$ cat config.mk
export PLATFORM = sky130hd
export DESIGN_NAME = ccrt_ctrl
export DESIGN_NICKNAME = d
export VERILOG_FILES = /design/src/hw/rtl/ccrt_pkg.sv /design/src/hw/rtl/ccrt_ctrl.sv
export SDC_FILE = /design/constraint.sdc
export NUM_CORES = 1
export LEC_CHECK = 0
export ABC_AREA = 0
export BUFFER_PORTS_ARGS = -buffer_cell sky130_fd_sc_hd__buf_2
export CELL_PAD_IN_SITES_DETAIL_PLACEMENT = 0
export CELL_PAD_IN_SITES_GLOBAL_PLACEMENT = 2
export CORE_AREA = 5 5 42 44
export CTS_CLUSTER_SIZE = 16
export DETAILED_ROUTE_END_ITERATION = 16
export DIE_AREA = 0 0 47 49
export PLACE_DENSITY_LB_ADDON = 0.08
export SETUP_SLACK_MARGIN = 0.02
export SLEW_MARGIN = 0
export SYNTH_ARGS = -nofsm -noshare
export SYNTH_HDL_FRONTEND = slang
export SYNTH_SLANG_ARGS = --single-unit
$ cat constraint.sdc
create_clock -name clk_i -period 1.5 [get_ports clk_i]
set_input_delay 0.15 -clock clk_i [delete_from_list [all_inputs] [get_ports clk_i]]
set_output_delay 0.15 -clock clk_i [all_outputs]
set_load 0.02 [all_outputs]
$ cat src/hw/rtl/ccrt_pkg.sv
package ccrt_pkg;

  localparam int unsigned TableDepthDef = 16;
  localparam int unsigned KeyW          = 104;
  localparam int unsigned CountW        = 8;
  localparam int unsigned TimeW         = 48;
  localparam int unsigned LifeW         = 32;
  localparam int unsigned CfgIdxW       = 2;
  localparam int unsigned CfgDataW      = 32;

  localparam logic [CountW-1:0] CountMax       = '1;
  localparam logic [CountW-1:0] CountNew       = CountW'(1);
  localparam logic [CountW-1:0] ThresholdReset = CountW'(2);
  localparam logic [LifeW-1:0]  LifetimeReset  = LifeW'(100000);

  typedef enum logic [CfgIdxW-1:0] {
    CFG_THRESHOLD = 2'd0,
    CFG_LIFETIME  = 2'd1
  } cfg_reg_e;

  typedef enum logic [1:0] {
    ST_IDLE,
    ST_LOOKUP,
    ST_UPDATE
  } ccrt_state_e;

  typedef struct packed {
    logic [31:0]      src_addr;
    logic [31:0]      dst_addr;
    logic [15:0]      src_port;
    logic [15:0]      dst_port;
    logic [7:0]       protocol;
    logic [TimeW-1:0] now_time;
  } in_item_t;

  typedef struct packed {
    logic reroute;
    logic record_found;
    logic dropped;
  } out_item_t;

  typedef struct packed {
    logic load_in;
    logic lookup;
    logic update;
  } ccrt_cmd_t;

  typedef struct packed {
    logic out_free;
  } ccrt_status_t;

  function automatic logic [KeyW-1:0] key_of(input in_item_t item);
    return {item.src_addr, item.dst_addr, item.src_port, item.dst_port, item.protocol};
  endfunction

endpackage

$ cat src/hw/rtl/ccrt_ctrl.sv
module ccrt_ctrl (
  input  logic                  clk_i,
  input  logic                  rst_ni,
  input  logic                  in_valid_i,
  output logic                  in_ready_o,
  input  ccrt_pkg::ccrt_status_t status_i,
  output ccrt_pkg::ccrt_cmd_t    cmd_o
);
  import ccrt_pkg::*;

  ccrt_state_e state_q, state_d;

  always_ff @(posedge clk_i or negedge rst_ni) begin
    if (!rst_ni) begin
      state_q <= ST_IDLE;
    end else begin
      state_q <= state_d;
    end
  end

  always_comb begin
    state_d = state_q;
    unique case (state_q)
      ST_IDLE: begin
        if (in_valid_i) state_d = ST_LOOKUP;
      end
      ST_LOOKUP: begin
        state_d = ST_UPDATE;
      end
      ST_UPDATE: begin
        if (status_i.out_free) state_d = in_valid_i ? ST_LOOKUP : ST_IDLE;
      end
      default: state_d = ST_IDLE;
    endcase
  end

  always_comb begin
    in_ready_o    = 1'b0;
    cmd_o.lookup  = 1'b0;
    cmd_o.update  = 1'b0;
    unique case (state_q)
      ST_IDLE:   in_ready_o = 1'b1;
      ST_LOOKUP: cmd_o.lookup = 1'b1;
      ST_UPDATE: begin
        in_ready_o   = status_i.out_free;
        cmd_o.update = status_i.out_free;
      end
      default: in_ready_o = 1'b0;
    endcase
    cmd_o.load_in = in_valid_i && in_ready_o;
  end

endmodule

# Yosys cells after proc, flatten, opt, wreduce, memory -nomap -nowiden
# Index checks and enable logic that the tools add are counted.
# totals
regBits	2
in_bits	4
output_inout_bits	4
word_cells	15
# classes
n_eq_ne	4
n_mux	7
n_reduce_logical	3
# op_table
cell	n
$pmux W2 S3	1
$mux W2	2
$ne A2 B2 Y1 const B	2
$mux W1	3
$eq A2 B1 Y1 const B	1
$eq A2 B2 Y1 const B	1
$logic_not A2 Y1	1
$pmux W1 S2	1
$reduce_and A2 Y1	1
$logic_and A1 B1 Y1	1

# Longest topological paths before layout
# Gate-level depths: netlist (run 1).
# logic_depth
ltp_word	3
mapped_depth	2

# Least setup slack after synthesis (run 1)
# No wires, ideal clock.
# synth_timing
kind	reg-to-output
start	register state_q[1]
end	output port cmd_o[2] (netlist bit)
arrival_time_ps	1019
required_time_ps	1350
slack_ps	331
path_stages_with_launch	2
path_buffers	0
path_cell_list	dfrtp_1 > a211oi_1
# synth_rtl
element	line_no	text
start, declared	ccrt_ctrl.sv:11	ccrt_state_e state_q, state_d;
start signal, assigned	ccrt_ctrl.sv:17	state_q <= state_d;
end, declared	ccrt_ctrl.sv:7	output ccrt_pkg::ccrt_cmd_t cmd_o

==> qor.csv, run 1 <==
metric;value;unit
yosys-top-cells-area;dfrtp_1, a211oi_1, nor2b_4, nor3b_2, buf_4;
p_leak;0.1018;nW
cts_sinks;2;
finClkSkew;0.2911;ps
critPathTopFamily;flip-flops;
viasPerCell;2.895;
critPathMaxFanout;6;
cp_data_required_time;1350;ps
synth_warnings;0;
portBuffers;7;
ys_types;9;
synth_top_cell_area_share;40.00;%
hold_viol_final;0;
h-tree-depth;1;
antenna_found_initial;0;
core;1401;µm²
via_count;110;
syn_area;125.1;µm²
utilization;14.64;%
fin_total_pwr;0.2749;mW
tns;0;ps
syn_to_final_growth;64.00;%
start_util;8.929;%
die-area;2303;µm²
worst_hold_path_type;in2reg;
grt_pass1_vias;154;
finalNonFillerCells;38;
cts_made_buffers;3;
critical_path_arrival;1130;ps
largestRegisters;state_q (2);
ys_ff_latch;2;
gp_congestion;0.5727;
nets;28;
endpoint_kind;output pin;
synth_top_cell_by_area;dfrtp_1;
setup_viol;0;
final_common_cell;buf_2;
grt_pass1_wl;538;µm
maxCapViolCount;0;
die_w;47;µm
whs;180.5;ps
outcome;completed;
clock_latency;220;ps
antenna_cells;0;
dr.pass1.iters;1;
synth_area_per_cell;10.43;µm²
grt_usage;3.592;%
rsz0062_at_grt;no;
final_cell_mix;buf_2, clkbuf_4, inv_1, a211oi_1, dfrtp_1;
ys_seq_area_share;40.00;%
grt_max_degree;7;
slowest_stage;dfrtp_1;
path_class;reg2out;
cts_tree;built;
slew_headroom;83.23;%
final_max_slew_viol_count;0;
largest_reg_flops;2;
cp-start-kind;flop;
crit_chain;a211oi_1, buf_2;
cp_slowest_stage_delay;450;ps
cts_buffer_depth;2;
worst_slew_pin_slew;251.6;ps
fmax;782.1;MHz
clkTransAtPathRegs;30;ps
die_y;49;µm
synthCells;12;
rows;14;
drive_gt1_share;54.55;%
critPathBufInv;1;
wirelength;355;µm
cts_resized;0;
ios;8;
peakVddDrop;0.1645;mV
syn-num-nets;16;
first_iter_violations;0;
wl_per_cell;9.342;µm
ant_nets;0;
period_needed;1279;ps
fin_crit_sh;85.24;%
root_buffer;clkbuf_4;
drc;0;
gr-total-overflow;0;
place_inst;34;
power_density;1340;nW/µm²
largest_register;state_q;
==> power breakdown <==
group / total [mW] / internal [mW] / leakage, nW / switching, mW
Combinational: 0.0728 / 0.0346 / 0.0627 / 0.0382
Sequential: 0.0847 / 0.0640 / 0.0253 / 0.0207
Clock: 0.117 / 0.0882 / 0.0138 / 0.0292
Total: 0.275 / 0.187 / 0.102 / 0.0881
==> metal layers <==
metal	vias up	GRT usage, %	wire length (µm)	part of all wire [%]
met5	-	0	0	0
met4	0	6.912	0	0
met3	0	0.3690	33	9.3
met2	6	3.394	150	42
met1	44	4.396	171	48
li1	60	-	-	-
==> cells in the mapped netlist <==
cell type  n
inv_1      2
nor2b_4    1
a21oi_1    1
dfrtp_1    2
or2_1      1
nor3b_1    1
buf_4      1
nor3b_2    1
a211oi_1   2
==> kinds of logic (layout without fill, tap and decap cells) <==
logic type / Yosys count / after routing / synth area share [%]
and+or+nand+nor: 4 / 4 / 32.00
AOI/OAI and AO/OA: 3 / 3 / 15.99
buffers and inverters: 3 / 13 / 12.00
DFF: 2 / 2 / 40.00
==> worst register-to-register path: stages, from the launching register on <==
cell	delay, ps
dfrtp_1	450
nor3b_2	190
or2_1	200
==> per-stage QoR <==
stage               setup slack [ps]  area [µm²]
finish                         221.4       205.2
global route                   159.6       205.2
CTS                            203.6       205.2
detailed placement             460.3       172.7
global placement               464.1       172.7
floorplan                      331.0       125.1
==> path summary, 6_finish.rpt <==
kind | start | endpoint | slack (ps) | depth (start not counted)
max | state_q[1]$_DFFE_PN0P_ | cmd_o[2] | 220 | 2
min | in_valid_i | state_q[0]$_DFFE_PN0P_ | 180 | 3
max reg2reg | state_q[1]$_DFFE_PN0P_ | state_q[1]$_DFFE_PN0P_ | 540 | 2
min reg2reg | state_q[0]$_DFFE_PN0P_ | state_q[0]$_DFFE_PN0P_ | 570 | 1
max in group asynchronous | rst_ni | state_q[1]$_DFFE_PN0P_ | 1160 | 2
min in group asynchronous | rst_ni | state_q[0]$_DFFE_PN0P_ | 250 | 2
==> area by class of cell <==
| cell class | count | area (µm²) |
|---|---|---|
| sequential | 2 | 50.05 |
| clock buffer | 3 | 22.52 |
| inverter | 2 | 7.507 |
| multi-input combinational | 7 | 60.06 |
| tap | 16 | 20.02 |
| fill | 174 | 1196 |
| timing repair buffer | 8 | 45.04 |
==> timing repair <==
action / CTS / global route
endpoints found under the hold margin: 2 / 0
hold buffers: 1 / 0
buffers inserted: 0 / 0
Power figures use the tool's default switching activity.
==> inputs of run 2 (changes only) <==
--- a/config.mk
+++ b/config.mk
@@ -12,2 +12,3 @@
 export CORE_AREA = 5 5 42 44
+export CTS_CLUSTER_DIAMETER = 200
 export CTS_CLUSTER_SIZE = 16
==> constraint.sdc (replaced) <==
create_clock -name clk_i -period 1.5 [get_ports clk_i]
set_input_delay 0 -clock clk_i [delete_from_list [all_inputs] [get_ports clk_i]]
set_output_delay 0 -clock clk_i [all_outputs]
set_load 0.02 [all_outputs]
==> qor.csv, run 2 (synthesis results as in run 1) <==
metric;value;unit
cts_made_buffers;3;
gp_congestion;0.5893;
setup_viol;0;
endpoint_kind;output pin;
final_common_cell;buf_2;
path_depth;2;
maxCapViolCount;0;
endpoint;cmd_o[2];
fmax;902.5;MHz
die-area;2303;µm²
wl_per_cell;8.842;µm
core;1401;µm²
drc;0;
grt_max_degree;7;
finClkSkew;0.4833;ps
h-tree-depth;1;
hold_viol_final;0;
fin_crit_sh;73.87;%
die_w;47;µm
path_class;reg2out;
viasPerCell;3.105;
cts_buffer_depth;2;
cp-startpoint;state_q[1]$_DFFE_PN0P_;
grt_pass1_wl;476;µm
dr.pass1.iters;1;
p_leak;0.1018;nW
largestRegisters;state_q (2);
critPathMaxFanout;6;
peakVddDrop;0.1935;mV
whs;32.33;ps
antenna_cells;0;
grt_pass1_vias;137;
utilization;14.64;%
largest_reg_flops;2;
root_buffer;clkbuf_4;
ant_nets;0;
finalNonFillerCells;38;
cts_resized;0;
rsz0062_at_grt;no;
final_max_slew_viol_count;0;
met1_usage;3.736;%
ios;8;
cp_slowest_stage_delay;440;ps
period_needed;1108;ps
grt_busiest_layer;met4;
reg2reg_depth;2;
cp-start-kind;flop;
grt_use_met3;0;%
power_density;1328;nW/µm²
syn_to_final_growth;64.00;%
first_iter_violations;0;
final_cell_mix;buf_2, clkbuf_4, inv_1, a211oi_1, dfrtp_1;
portBuffers;7;
cts_sinks;2;
place_inst;34;
die_y;49;µm
regToRegSetupSlack;560;ps
wirelength;336;µm
fillerInstances;172;
worst_slew_pin_slew;214.2;ps
via_count;118;
outcome;completed;
clkTransAtPathRegs;30;ps
slowest_stage;dfrtp_1;
start_util;8.929;%
cp_data_required_time;1500;ps
drive_gt1_share;54.55;%
antenna_found_initial;0;
grt_usage;3.451;%
critical_path_arrival;1110;ps
reg2reg_from;state_q[1]$_DFFE_PN0P_;
largest_register;state_q;
r2r-end;state_q[1]$_DFFE_PN0P_;
cts_tree;built;
slew_headroom;85.63;%
critPathBufInv;1;
nets;28;
rows;14;
clock_latency;220;ps
gr-total-overflow;0;
worst_hold_path_type;in2reg;
met2_usage;3.167;%
tns;0;ps
crit_chain;a211oi_1, buf_2;
critPathTopFamily;flip-flops;
==> run 2: cell counts in the layout (fill, tap and decap cells not counted) <==
No cell type changed its count.
==> run 2: worst min path at each step <==
stage | cells after the start | endpoint | start
2_1_floorplan | 0 | state_q[0]$_DFFE_PN0P_ | rst_ni
3_3_place_gp | 1 | state_q[1]$_DFFE_PN0P_ | rst_ni
3_5_place_dp | 1 | state_q[1]$_DFFE_PN0P_ | rst_ni
4_1_cts | 3 | state_q[0]$_DFFE_PN0P_ | in_valid_i
5_1_grt | 3 | state_q[0]$_DFFE_PN0P_ | in_valid_i
6_report | 3 | state_q[0]$_DFFE_PN0P_ | in_valid_i
==> run 2: tightest hold or removal path: stages <==
cell	delay, ps
buf_2	90
inv_1	60
a211oi_1	50
==> run 2: layer usage <==
layer / part of all wire (%) / vias up
li1: - / 62
met1: 46 / 50
met2: 46 / 6
met3: 7.7 / 0
met4: 0 / 0
met5: 0 / -
==> run 2: per-stage QoR <==
stage	instance area, µm²	setup WS, ps	total power [mW]
finish	205.2	392.0	0.2725
detailed placement	172.7	559.2	0.1562
floorplan	125.1	481.0	0.1340
global route	205.2	307.4	0.2903
global placement	172.7	558.9	0.1574
CTS	205.2	365.3	0.2847
==> run 2: where the power goes <==
part | leakage (nW) | switching [mW] | internal (mW) | total (mW)
registers | 0.0253 | 0.0182 | 0.0640 | 0.0823
logic | 0.0627 | 0.0382 | 0.0346 | 0.0728
clock network | 0.0138 | 0.0293 | 0.0881 | 0.117
total | 0.102 | 0.0857 | 0.187 | 0.273
==> run 2: final cells by class <==
class                   count  area, µm²  share of cell area (%)
flip-flops and latches      2      50.05                   24.39
repair buffers              8      45.04                   21.95
multi-input cells           7      60.06                   29.27
well taps                  16      20.02                   9.756
inverters                   2      7.507                   3.659
clock buffers               3      22.52                   10.98
==> run 2: repair_timing <==
item                                   CTS  global route
endpoints found under the hold margin    2             0
hold buffers                             1             0
buffers inserted                         0             0
setup endpoints to repair                0             0
==> inputs of run 3 (changes only) <==
Clock period 1.5 ns to 0.9 ns, I/O delays scaled along.
==> qor.csv, run 3 (synthesis results as in run 1) <==
metric;value;unit
r2r-end;state_q[1]$_DFFE_PN0P_;
rsz0062_at_grt;yes;
endpoint_kind;output pin;
start_util;8.929;%
gr-total-overflow;0;
largest_register;state_q;
period_needed;1081;ps
largest_reg_flops;2;
finalNonFillerCells;43;
p_switching;0.1694;mW
power.clock.fraction;35.7;%
final_cell_mix;buf_4, buf_6, clkbuf_4, buf_2;
critical_path_arrival;1080;ps
gp_congestion;0.6195;
fmax;925.3;MHz
setup_slack;-180.7;ps
final_max_slew_viol_count;0;
final_common_cell;buf_4;
drc;0;
cts_buffer_depth;2;
ios;8;
wirelength;346;µm
nets;33;
fillerInstances;168;
swShare;30.06;%
fin_crit_sh;120.1;%
p_comb_share;42.8;%
grt_usage;4.087;%
finClkSkew;3.481;ps
wl_per_cell;8.047;µm
holdCritStartpoint;in_valid_i;
cp-startpoint;state_q[1]$_DFFE_PN0P_;
antenna_found_initial;0;
cp-start-kind;flop;
worst_slew_pin_slew;248.8;ps
slew_headroom;83.31;%
cts_tree;built;
peakVddDrop;0.5481;mV
maxCapViolCount;0;
setup_viol;6;
place_inst;37;
post_dp_cell_area;205.2;µm²
portBuffers;7;
die_w;47;µm
fin_area;277.8;µm²
syn_to_final_growth;122.0;%
outcome;finished with violations;
dp_hpwl;260.8;µm
first_iter_violations;0;
rows;14;
utilization;19.82;%
via_count;139;
dr.pass1.iters;1;
clkTransAtPathRegs;30;ps
die-area;2303;µm²
core;1401;µm²
hold_viol_final;0;
die_y;49;µm
regToRegSetupSlack;-50;ps
grt_pass1_wl;607;µm
reg2reg_depth;3;
cp_data_required_time;900;ps
viasPerCell;3.233;
root_buffer;clkbuf_4;
drive_gt1_share;70.37;%
clock_latency;230;ps
grt_max_degree;5;
power_density;2029;nW/µm²
p_leak;0.1361;nW
antenna_cells;0;
seqPwrFrac;21.6;%
cts_sinks;2;
worst_hold_path_type;in2reg;
hold_end;state_q[0]$_DFFE_PN0P_;
ant_nets;0;
failed_checks;setup timing;
p_int;0.3942;mW
reg2reg_from;state_q[0]$_DFFE_PN0P_;
h-tree-depth;1;
cts_made_buffers;3;
critPathMaxFanout;4;
grt_pass1_vias;141;
path_class;reg2out;
largestRegisters;state_q (2);
holdPathStages;3;
## run 3: cell types whose count changed in the layout (fill, tap and decap cells not counted)
cell,previous run,this run
buf_4,0,5
nor3b_2,1,2
buf_2,7,3
a211oi_1,2,1
buf_6,0,4
a211oi_2,0,1
nor3b_1,1,0
## run 3: final cells by class
type	count	area [µm²]	share of cell area [%]
sequential	2	50.05	18.02
timing repair buffer	13	107.6	38.74
clock buffer	3	22.52	8.108
multi-input combinational	7	70.07	25.23
tap	16	20.02	7.207
inverter	2	7.507	2.703
## run 3: through the flow
stage / total power [mW] / setup slack, ps / TNS [ps] / hold WS, ps
CTS: 0.5672 / -189.8 / -664.8 / 34.39
detailed placement: 0.3056 / 6.500 / 0 / -211.2
floorplan: 0.2319 / -3.003 / -3.003 / -295.6
finish: 0.5637 / -180.7 / -614.8 / 49.23
global route: 0.6139 / -239.8 / -939.1 / 55.31
global placement: 0.3091 / -38.73 / -54.84 / -214.5
## run 3: worst max path at each step
stage,endpoint,slack (ps)
global route,cmd_o[2],-240
CTS,cmd_o[2],-190
floorplan,state_q[1]$_DFFE_PN0P_,-3
finish,cmd_o[2],-180
detailed placement,cmd_o[2],6
global placement,state_q[0]$_DFFE_PN0P_,-40
## run 3: per-layer routing
layer	vias to the layer above	track usage (%)	wire length (µm)
li1	70	-	-
met1	63	4.626	163
met2	6	4.072	141
met3	0	3.690	41
met4	0	4.147	0
met5	-	0	0
## run 3: critical path, cell delays in order (launching register included)
cell      delay, ps
dfrtp_1         390
buf_6           130
a211oi_2        160
buf_4           170
## run 3: power by group through the flow
| stage | registers [mW] | clock network (mW) | logic, mW |
|---|---|---|---|
| 6_report | 0.122 | 0.201 | 0.241 |
| 5_1_grt | 0.123 | 0.233 | 0.257 |
| 4_1_cts | 0.119 | 0.219 | 0.230 |
| 3_5_place_dp | 0.120 | 0 | 0.185 |
| 3_3_place_gp | 0.122 | 0 | 0.187 |
| 2_1_floorplan | 0.135 | 0 | 0.0972 |
## run 3: timing repair
item | 4_1_cts | 5_1_grt
hold buffers | 1 | 0
hold endpoints to repair | 2 | 0
pin swaps | 2 | 1
gates resized for setup | 6 | 2
endpoints found under the setup margin | 5 | 6
setup buffers | 1 | 1
